File: src/design/ssmd_pkg.sv
`timescale 1ns / 1ps
// ----------------------------------------------------------------------------
// ssmd_pkg
// Shared types and constants for the single-source max delay block.
// ----------------------------------------------------------------------------
package ssmd_pkg;

  localparam int MAX_NODES   = 64;
  localparam int NODE_BITS   = $clog2(MAX_NODES);
  localparam int CNT_BITS    = 7;                     // node_count / node id field
  localparam int WEIGHT_BITS = 16;
  localparam int DIST_BITS   = 23;
  localparam int DELAY_BITS  = 22;
  localparam int ADDR_BITS   = 2 * NODE_BITS;
  localparam int EDGE_BITS   = WEIGHT_BITS + 1;       // present bit + weight
  localparam int EDGE_DEPTH  = MAX_NODES * MAX_NODES;
  localparam int CFG_IDX_BITS = 1;

  typedef enum logic [1:0] {
    OP_CLEAR = 2'd0,
    OP_LOAD  = 2'd1,
    OP_RUN   = 2'd2,
    OP_NONE  = 2'd3
  } op_t;

  localparam logic [CFG_IDX_BITS-1:0] REG_NODE_COUNT = 1'b0;
  localparam logic [CFG_IDX_BITS-1:0] REG_SOURCE     = 1'b1;

  typedef struct packed {
    logic [DIST_BITS-1:0] path_len;
    logic                 reached;
    logic                 pending;
  } cell_t;

endpackage

File: src/design/ssmd_cell.sv
`timescale 1ns / 1ps
// ----------------------------------------------------------------------------
// ssmd_cell
// One node slot of the distance ring; loads at run start, else shifts.
// ----------------------------------------------------------------------------
module ssmd_cell import ssmd_pkg::*; (
  input  logic  clk,
  input  logic  rst,
  input  logic  load_en,
  input  logic  shift_en,
  input  cell_t load_val,
  input  cell_t shift_in,
  output cell_t q
);
  always_ff @(posedge clk) begin
    if (rst) begin
      q.reached  <= 1'b0;
      q.pending  <= 1'b0;
      q.path_len <= '0;
    end else if (load_en) begin
      q <= load_val;
    end else if (shift_en) begin
      q <= shift_in;
    end
  end
endmodule

File: config.mk
export PLATFORM = sky130hd
export DESIGN_NAME = ssmd_cell
export DESIGN_NICKNAME = d
export VERILOG_FILES = /design/src/design/ssmd_pkg.sv /design/src/design/ssmd_cell.sv
export SDC_FILE = /design/constraint.sdc
export NUM_CORES = 1
export LEC_CHECK = 0
export BUFFER_PORTS_ARGS = -buffer_cell sky130_fd_sc_hd__buf_2
export CORE_ASPECT_RATIO = 2
export CORE_MARGIN = 3
export CORE_UTILIZATION = 25
export DETAILED_ROUTE_END_ITERATION = 12
export HOLD_SLACK_MARGIN = 0.02
export PLACE_DENSITY = 0.5
export SLEW_MARGIN = 20
export SYNTH_ARGS = -nofsm -noshare
export SYNTH_HDL_FRONTEND = slang
export SYNTH_SLANG_ARGS = --single-unit
File: constraint.sdc
create_clock -name clk -period 1.16 [get_ports clk]
set_clock_uncertainty 0.1 [all_clocks]
set_input_delay 0.232 -clock clk [delete_from_list [all_inputs] [get_ports clk]]
set_output_delay 0.232 -clock clk [all_outputs]
set_load 0.02 [all_outputs]
==> flow_summary.json <==
{
  "period_share": 0.9626,
  "wl_um": 3157,
  "worstPathMaxFanout": 2,
  "fin_nets": 241,
  "htree_levels": 1,
  "drtPass1Iterations": 3,
  "tightest_slew_ns": 0.4822,
  "synthAdderAreaFrac": 0,
  "cp_num_buf_inv": 1,
  "status": "completed",
  "yosysTopAreaCell": "dfxtp_1",
  "relSlewSlack": 0.6785,
  "grtUsageTotal": 0.1138,
  "crit_type": "flip-flop to output pin",
  "synthMuxAreaShare": 0.2096,
  "num_vias": 1102,
  "timing.rr.start": "q[19]",
  "via_per_inst": 4.573,
  "synth_nets": 165,
  "cts_buffers": 3,
  "maxSlewViolCount": 0,
  "ys.warnings.count": 0,
  "holdWs_ns": 0.1542,
  "largest_reg_flops": 25,
  "ys_seq_elements": 25,
  "yosysUniqueCellTypes": 11,
  "wire_per_inst_um": 13.10,
  "clock_latency_ns": 0.26,
  "initial_core_util": 0.2596,
  "synth_top_family_by_area": "multiplexers",
  "placed_cells": 237,
  "syn_inst": 111,
  "hp-start": "load_val[20]",
  "synth_top_area_frac": 0.4193,
  "grt_antenna_before_repair": 0,
  "crit_arrival_ns": 0.78,
  "max_freq_ghz": 0.8955,
  "worst_path_max_delay_cell": "dfxtp_1",
  "synth_xor_area_frac": 0,
  "synthArstFlopShare": 0,
  "cp-end-kind": "output pin",
  "synth_compound_area_frac": 0.1698,
  "drc": 0,
  "largest_register": "q",
  "cellPowerDensity_mw_per_mm2": 1144,
  "synthSimpleGateAreaFrac": 0.1310,
  "drtIter0Drc": 7,
  "mappedNetlistArea_mm2": 0.001194,
  "critPathLaunchType": "flip-flop",
  "ctsResizeCount": 0,
  "setup_violations": 0,
  "cts_setup_buffers": 0,
  "gp_congestion": 0.6451,
  "grt_remaining_overflow": 0,
  "ir_drop_uv": 503.4,
  "cp_slowest_stage_delay_ns": 0.35,
  "startpoint": "q[21]",
  "clock_sinks": 25,
  "clk_pin_slew_ns": 0.09,
  "rsz0062_at_grt": "no",
  "antenna_left": 0,
  "cp_top_family": "flip-flops",
  "cap_violations": 0,
  "synth-edff-count": 0,
  "leakage_nw": 0.8274,
  "core_mm2": 0.004598,
  "grt_first_pass_wirelength_um": 4988,
  "syn2layout_area_growth_pct": 41.51,
  "postCtsHoldBufs": 0,
  "port_buffers": 78,
  "root_buffer": "clkbuf_8",
  "min_period_ns": 1.117,
  "synth.area.top_cells": "dfxtp_1, mux2i_1, a211oi_1",
  "yosysSeqAreaShare": 0.4193,
  "top_regs": "q x25",
  "required_ns": 0.83,
  "final-hold-violation-count": 0,
  "grt_pass1_vias": 1169,
  "fin_tns_setup_ns": 0,
  "path_cells": "buf_2",
  "synth-main-ff-cell": "dfxtp_1",
  "pin_count": 79,
  "rows": 35,
  "final_cells": 241,
  "drive_gt1_frac": 0.4785,
  "cts_tree": "yes",
  "final_core_util": 0.3673,
  "die_x_um": 54.86,
  "clk_path_buf_depth": 2,
  "avgSynthCellArea_um2": 10.75,
  "die_area_mm2": 0.005690,
  "grt_max_degree": 26,
  "synth_common_cells": "dfxtp_1, mux2i_1, nor2b_1",
  "dieHeight_um": 103.7,
  "hold_path.class": "input port to flip-flop",
  "diodes": 0
}
## metal layers
metal	track usage	share of wire	up-vias
met5	0	0	-
met4	0.02317	0	0
met3	0.02446	0.11	0
met2	0.2136	0.53	59
li1	-	-	553
met1	0.1186	0.37	490
## kinds of logic after synthesis
logic type | count (synthesis)
compound gates | 25
buf+inv | 11
flops | 25
mux | 25
simple gates | 25
## metrics by stage
stage | total power (W) | instance area (um2) | worst slack [ns]
detailed placement | 0.001442 | 1633 | -0.03952
CTS | 0.001971 | 1679 | 0.02374
global route | 0.002054 | 1689 | 0.001031
floorplan | 0.001251 | 1194 | 0.1495
finish | 0.001932 | 1689 | 0.04335
global placement | 0.001434 | 1633 | 0.01251
## cell usage in the layout (no fill, tap or decap), drive strengths merged
cell	n
a211oi	25
mux2i	25
dfxtp	25
clkinv	1
clkbuf	3
nor2b	25
buf	81
inv	1
## path summary, 6_finish.rpt
path	to	slack [ns]	depth (start not counted)
setup / recovery	q[21]	0.04	1
hold / removal	q[20]	0.15	3
setup reg to reg	q[19]	0.33	2
hold reg to reg	q[22]	0.46	2
## power by group
part           switching, W  internal (W)  total [W]
registers         0.0000314      0.000924   0.000955
clock network      0.000272      0.000240   0.000512
logic              0.000242      0.000223   0.000465
total              0.000545       0.00139    0.00193
## cell type report
class / count / area [um2]
Multi-Input combinational cell: 75 / 609.3
Tap cell: 55 / 68.82
Fill cell: 477 / 2909
Clock inverter: 1 / 5.005
Clock buffer: 3 / 41.29
Sequential cell: 25 / 500.5
Inverter: 1 / 3.754
Timing Repair Buffer: 81 / 460.4
Power figures use the tool's default switching activity.
