$ cat config.mk
export PLATFORM = sky130hd
export DESIGN_NAME = ssmd_ram
export DESIGN_NICKNAME = d
export VERILOG_FILES = /design/src/design/ssmd_ram.sv
export SDC_FILE = /design/constraint.sdc
export NUM_CORES = 1
export LEC_CHECK = 0
export BUFFER_PORTS_ARGS = -buffer_cell sky130_fd_sc_hd__buf_4
export CORE_MARGIN = 2
export CORE_UTILIZATION = 40
export CTS_CLUSTER_SIZE = 40
export DETAILED_ROUTE_END_ITERATION = 8
export PLACE_DENSITY = 0.61
export SLEW_MARGIN = 15
export SYNTH_ARGS = -nofsm -noshare
export SYNTH_HDL_FRONTEND = slang
export SYNTH_SLANG_ARGS = --single-unit
$ cat constraint.sdc
create_clock -name clk -period 1.5 [get_ports clk]
set_input_delay 0.075 -clock clk [delete_from_list [all_inputs] [get_ports clk]]
set_output_delay 0.075 -clock clk [all_outputs]
set_load 0.1 [all_outputs]
$ cat src/design/ssmd_ram.sv
`timescale 1ns / 1ps
// ----------------------------------------------------------------------------
// ssmd_ram
// Generic simple dual-port RAM, one write port, one registered read port.
// ----------------------------------------------------------------------------
module ssmd_ram #(
  parameter int WIDTH = 8,
  parameter int DEPTH = 16
) (
  input  logic                     clk,
  input  logic                     we,
  input  logic [$clog2(DEPTH)-1:0] waddr,
  input  logic [WIDTH-1:0]         wdata,
  input  logic [$clog2(DEPTH)-1:0] raddr,
  output logic [WIDTH-1:0]         rdata
);
  logic [WIDTH-1:0] mem [DEPTH];

  always_ff @(posedge clk) begin
    if (we) begin
      mem[waddr] <= wdata;
    end
    rdata <= mem[raddr];
  end
endmodule

==> results of run 1 <==
-- layout by cell type, fill, tap and decap left out, types with 8 or more instances in the layout --
cell type,netlist,layout
dlygate4sd3_1,0,8
mux4_2,18,18
clkbuf_16,0,17
mux4_1,14,14
nand2_1,9,9
dfxtp_1,8,8
buf_4,1,45
nor2_1,13,13
a22oi_1,16,16
clkinv_2,0,8
edfxtp_1,128,128
-- synthesized netlist by cell type, drive strengths merged --
library cell	number	area, um2
nand3b	2	15.0
edfxtp	128	3840
or3b	1	8.76
dfxtp	8	160
clkdlybuf4s25	3	30.0
and2b	1	7.51
nor2b	1	6.26
nor2	13	48.8
a22oi	16	120
mux4	32	773
nor3	4	20.0
nand2b	2	12.5
nand2	9	33.8
and2	1	6.26
nand3	1	5.00
buf	7	56.3
-- flip-flops by register name (all words and copies together), names as in the netlist --
| signal | cells |
|---|---|
| rdata | 8 |
| mem | 128 |
-- layer usage --
layer	GRT usage [%]	vias up	wire (um)
met3	3.89	13	330
li1	-	1103	-
met2	25.3	54	4950
met1	20.0	1249	4430
met4	6.63	0	141
met5	0	-	0
-- tightest hold or removal path: cells and delay by family --
| family | cells | cell delay [ps] |
|---|---|---|
| buffers and inverters | 2 | 290 |
| and+or+nand+nor | 1 | 50 |
-- report_power, final --
group	internal (mW)	switching (mW)	total, mW
combinational	0.223	0.404	0.627
clock	2.55	1.43	3.98
sequential	4.25	0.0230	4.27
total	7.02	1.86	8.89
-- path summary, 6_finish.rpt --
path / to
max reg2reg: rdata[1]$_DFF_P_
min reg2reg: rdata[1]$_DFF_P_
max: rdata[1]$_DFF_P_
min: mem[0][5]$_DFFE_PP_
-- layout make-up --
type | instances | share of cell area (%)
clock buffers | 22 | 7.49
clock inverters | 10 | 1.58
multi-input cells | 83 | 16.8
flip-flops and latches | 136 | 63.2
well taps | 172 | 3.40
repair buffers | 56 | 7.55
-- logic make-up after synthesis --
| group | Yosys count | synth area share (%) |
|---|---|---|
| and+or+nand+nor | 35 | 3.18 |
| buffers and inverters | 10 | 1.68 |
| AOI/OAI and AO/OA | 16 | 2.33 |
| muxes | 32 | 15.0 |
| DFF | 136 | 77.8 |
==> out/metrics.csv, run 1 <==
stage,metric,value,unit
global_routing,first-pass GRT wire length,15400,um
final_layout,Finished Layout Cells,479,
route,routed len/inst,20.6,um
setup_path,Worst path depth,3,
clocking,clk sinks,136,
setup_path,worst-path fanout max,1,
route,antenna-violating nets left,0,
logic_synthesis,synthesized instance count,229,
floorplanning,overall die area,13800,um2
global_routing,grt total ovfl,0,
setup_path,Top delay family on crit path,multiplexers,
route,DRC Markers,0,
setup_path,Crit Path Category,reg -> reg,
final_layout,nets@finish,312,
power,Power Density,1400,nW/um2
floorplanning,die width,117,um
placed_design,Placed Instances,439,
timing,Fin Setup TNS,0,ps
setup_path,CP arrival,1650,ps
floorplanning,Core Region,12600,um2
timing,Final Cycle Share,90.3,%
timing,RSZ-0062 raised after global routing,false,
min_path,worst hold-check path type,in -> reg,
clocking,CTS tree,built,
timing,min cycle time layout,1350,ps
timing,final setup vio count,0,
route,Vias/cell,5.05,
route,DR pass1 iterations,4,
final_layout,Area Overhead vs Synth,23.0,%
logic_synthesis,syn_nets,247,
setup_path,worst path cell trace,mux4_1 -> a22oi_1 -> nand2_1,
logic_synthesis,Yosys cell types,19,
power,Final Power,8.89,mW
final_layout,final core occ,50.4,%
placed_design,IO buf count,25,
timing,Achievable Freq,738,MHz
logic_synthesis,Seq cells post-synth,136,
clocking,CTS max path bufs,2,
setup_path,crit end category,flip-flop,
clocking,hold buffers post-CTS,8,
final_layout,final instance area,6330,um2
setup_path,Worst EP required,1790,ps
power,cell leakage power,2.18,nW
placed_design,dpl ws,3.76,ps
timing,Setup Skew,6.38,ps
timing,relative slew slack,51.1,%
global_routing,initial antenna violation count,0,
timing,Worst-Margin Slew,732,ps
timing,Fin. Hold Viols,0,
final_layout,fill count,1008,
clocking,insertion delay to the later sink of the worst-skew pair,410,ps
route,routed vias,2419,
min_path,hold path startpoint,waddr[1],
setup_path,critical path's slowest cell,mux4_1,
global_routing,largest net degree at the start of global routing,17,
placed_design,placed inst area,5680,um2
final_layout,share of cells above drive strength 1,31.9,%
logic_synthesis,register area share after synthesis,77.8,%
floorplanning,die height,117,um
clocking,Setup Buffers After CTS,0,
setup_path,r2r worst-path depth,3,
timing,worst hold slack,186,ps
setup_path,CP startpoint kind,flip-flop,
floorplanning,Ports,26,
logic_synthesis,Syn Area/Cell,22.5,um2
power,Worst IR Drop VDD,0.712,mV
setup_path,CP bufs+invs,0,
clocking,post-cts sizing count,0,
clocking,CTS Buf Count,17,
setup_path,worst reg-to-reg setup slack,150,ps
final_layout,Reg area,4000,um2
setup_path,Reg2Reg Launch Point,mem[9][1]$_DFFE_PP_,
clocking,root buf cell,clkbuf_16,
timing,fin. max-slew vios,0,
final_layout,multi-input logic area,1060,um2
setup_path,Critical Path Source,mem[9][1]$_DFFE_PP_,
clocking,Worst-path clk slew,60,ps
final_layout,diodes inserted,0,
route,drt total wl,9850,um
logic_synthesis,total number of yosys warnings,0,
timing,final worst slack,145,ps
logic_synthesis,Mapped Area,5150,um2
placed_design,HPWL after DPL,6100,um
floorplanning,cell row count,41,
status,outcome,"complete, no violations",
clocking,Max H-tree Level,4,
placed_design,GPL Wtd Cong,0.717,
min_path,hold depth,3,
setup_path,"slowest stage delay, CP",530,ps
route,initial DRC count,115,
job,Max Cap Viol,0,
floorplanning,Starting Density,41.0,%
global_routing,total track usage,15.6,%
global_routing,number of global-route vias before repair,2611,
Power figures use the tool's default switching activity.
==> inputs of run 2 (changes only) <==
Settings changed: ABC_AREA set to 1, CORE_UTILIZATION 40 to 45, PLACE_DENSITY 0.61 to 0.67.
==> run 2 against run 1 <==
The flow now finishes with violations (negative hold slack); register-to-register slack better by 330 ps; utilization up 4.0 points; first-iteration DRC count grew to 2.7 times the previous value; worst setup slack gained 180 ps; via count grew 58%; critical path depth down 2; non-clock buffer count decreased by 4; routed wire length rose by 26%; area after synthesis grew 12%; die area shrank 0.40%.
==> out/metrics.csv, run 2 <==
stage,metric,value,unit
route,routed vias,3826,
placed_design,GPL Wtd Cong,0.836,
final_layout,"commonest non-fill, non-tap cell in the layout",nand2_1,
route,antenna-violating nets left,0,
clocking,insertion delay to the later sink of the worst-skew pair,410,ps
power,Final Power,9.09,mW
floorplanning,Ports,26,
route,DRC Markers,0,
floorplanning,overall die area,13700,um2
logic_synthesis,Mapped Area,5770,um2
floorplanning,cell row count,41,
logic_synthesis,post-synth top area cell,edfxtp_1,
setup_path,CP arrival,1100,ps
route,drt total wl,12400,um
route,Vias/cell,4.89,
setup_path,worst-path fanout max,1,
placed_design,Placed Instances,747,
placed_design,dpl ws,172,ps
logic_synthesis,Seq cells post-synth,136,
clocking,hold buffers post-CTS,4,
setup_path,Crit Path Category,reg -> out,
timing,Worst-Margin Slew,539,ps
timing,relative slew slack,64.0,%
job,Max Cap Viol,0,
timing,Setup Skew,5.37,ps
final_layout,diodes inserted,0,
floorplanning,die height,117,um
global_routing,first-pass GRT wire length,19600,um
clocking,Worst-path clk slew,60,ps
timing,Fin Setup TNS,0,ps
setup_path,critical path's slowest cell,dfxtp_1,
setup_path,CP bufs+invs,1,
logic_synthesis,Most used DFF post-synth,edfxtp_1,
floorplanning,Starting Density,45.9,%
clocking,CTS tree,built,
logic_synthesis,syn_nets,569,
power,Worst IR Drop VDD,0.638,mV
final_layout,Largest Register,mem,
timing,fin. max-slew vios,0,
final_layout,top flop regs,"mem x128, rdata x8",
final_layout,most frequent cells in the layout,"nand2_1 (173), edfxtp_1 (128), inv_1 (100)",
timing,final setup vio count,0,
final_layout,share of cells above drive strength 1,12.9,%
setup_path,CP startpoint kind,flip-flop,
timing,final worst slack,326,ps
global_routing,total track usage,19.7,%
clocking,clk sinks,136,
logic_synthesis,Synth top area share,66.7,%
logic_synthesis,Syn Area/Cell,10.5,um2
timing,min cycle time layout,1170,ps
min_path,worst hold-check path type,in -> reg,
timing,Achievable Freq,852,MHz
setup_path,Worst EP required,1420,ps
logic_synthesis,most common cell in the synthesized netlist,nand2_1,
status,outcome,"complete, but fails checks",
final_layout,Finished Layout Cells,783,
clocking,CTS Buf Count,17,
timing,RSZ-0062 raised after global routing,false,
status,failing checks,negative hold slack,
setup_path,crit end category,output port,
global_routing,initial antenna violation count,0,
final_layout,Area Overhead vs Synth,18.6,%
clocking,CTS max path bufs,2,
setup_path,worst path cell trace,buf_4,
final_layout,Largest register FFs,128,
route,initial DRC count,312,
final_layout,nets@finish,616,
route,routed len/inst,15.8,um
logic_synthesis,register area share after synthesis,69.4,%
logic_synthesis,total number of yosys warnings,0,
power,cell leakage power,2.97,nW
route,DR pass1 iterations,5,
clocking,post-cts sizing count,0,
placed_design,HPWL after DPL,7650,um
global_routing,largest net degree at the start of global routing,65,
setup_path,"slowest stage delay, CP",380,ps
logic_synthesis,"EDFF count, synth",128,
placed_design,IO buf count,25,
floorplanning,Core Region,12600,um2
clocking,Max H-tree Level,4,
timing,worst hold slack,-10.4,ps
global_routing,number of global-route vias before repair,3649,
clocking,Setup Buffers After CTS,0,
final_layout,fill count,1057,
timing,Final Cycle Share,78.3,%
logic_synthesis,synthesized instance count,551,
clocking,root buf cell,clkbuf_16,
timing,Fin. Hold Viols,16,
floorplanning,die width,117,um
logic_synthesis,"FFs w/ async S/R, synth",0,%
logic_synthesis,Yosys cell types,12,
power,Power Density,1330,nW/um2
global_routing,grt total ovfl,0,
logic_synthesis,ranking of synthesized cells by area,"edfxtp_1 (67%), nand2_1 (11%), nand3_1 (8.4%)",
setup_path,Top delay family on crit path,flip-flops,
logic_synthesis,top post-synthesis cells by count,"nand2_1 (173), edfxtp_1 (128), inv_1 (100)",
==> run 2: logic make-up after synthesis <==
group | share of synthesized area [%]
AND/OR/NAND/NOR | 21.0
flip-flops | 69.4
buffers and inverters | 9.52
==> run 2: stage by stage <==
stage	cell area, um2	hold slack, ps	util [%]
after global routing	6840	4.86	54.4
final	6840	-10.4	54.4
after floorplan	5770	174	-
after detailed placement	6200	410	49.3
after CTS	6840	0.560	54.4
after global placement	6200	409	49.3
==> run 2: power breakdown <==
part	total (mW)	internal (mW)	switching (mW)
Clock	4.09	2.66	1.43
Combinational	0.719	0.191	0.528
Sequential	4.28	4.25	0.0278
Total	9.09	7.10	1.99
==> run 2: metal layers <==
metal | share of wire, % | GRT usage, % | vias to the layer above
met4 | 2.9 | 8.63 | 0
met2 | 47 | 29.8 | 161
met3 | 7.6 | 4.33 | 27
met1 | 42 | 27.4 | 1773
li1 | - | - | 1865
met5 | 0 | 0 | -
==> run 2: worst paths after layout <==
| check | cells after the start | slack (ps) | startpoint | endpoint |
|---|---|---|---|---|
| max reg2reg | 6 | 480 | mem[9][6]$_DFFE_PP_ | rdata[6]$_DFF_P_ |
| max | 1 | 330 | rdata[2]$_DFF_P_ | rdata[2] |
| min reg2reg | 6 | 670 | mem[6][2]$_DFFE_PP_ | rdata[2]$_DFF_P_ |
| min | 1 | -10 | wdata[1] | mem[8][1]$_DFFE_PP_ |
==> run 2: area by class of cell <==
cell class	count	area, um2	share of cell area, %
Clock buffer	25	505	7.39
Clock inverter	7	90.1	1.32
Inverter	102	383	5.60
Multi-Input combinational cell	289	1210	17.8
Sequential cell	136	4000	58.6
Tap cell	172	215	3.15
Timing Repair Buffer	52	425	6.22
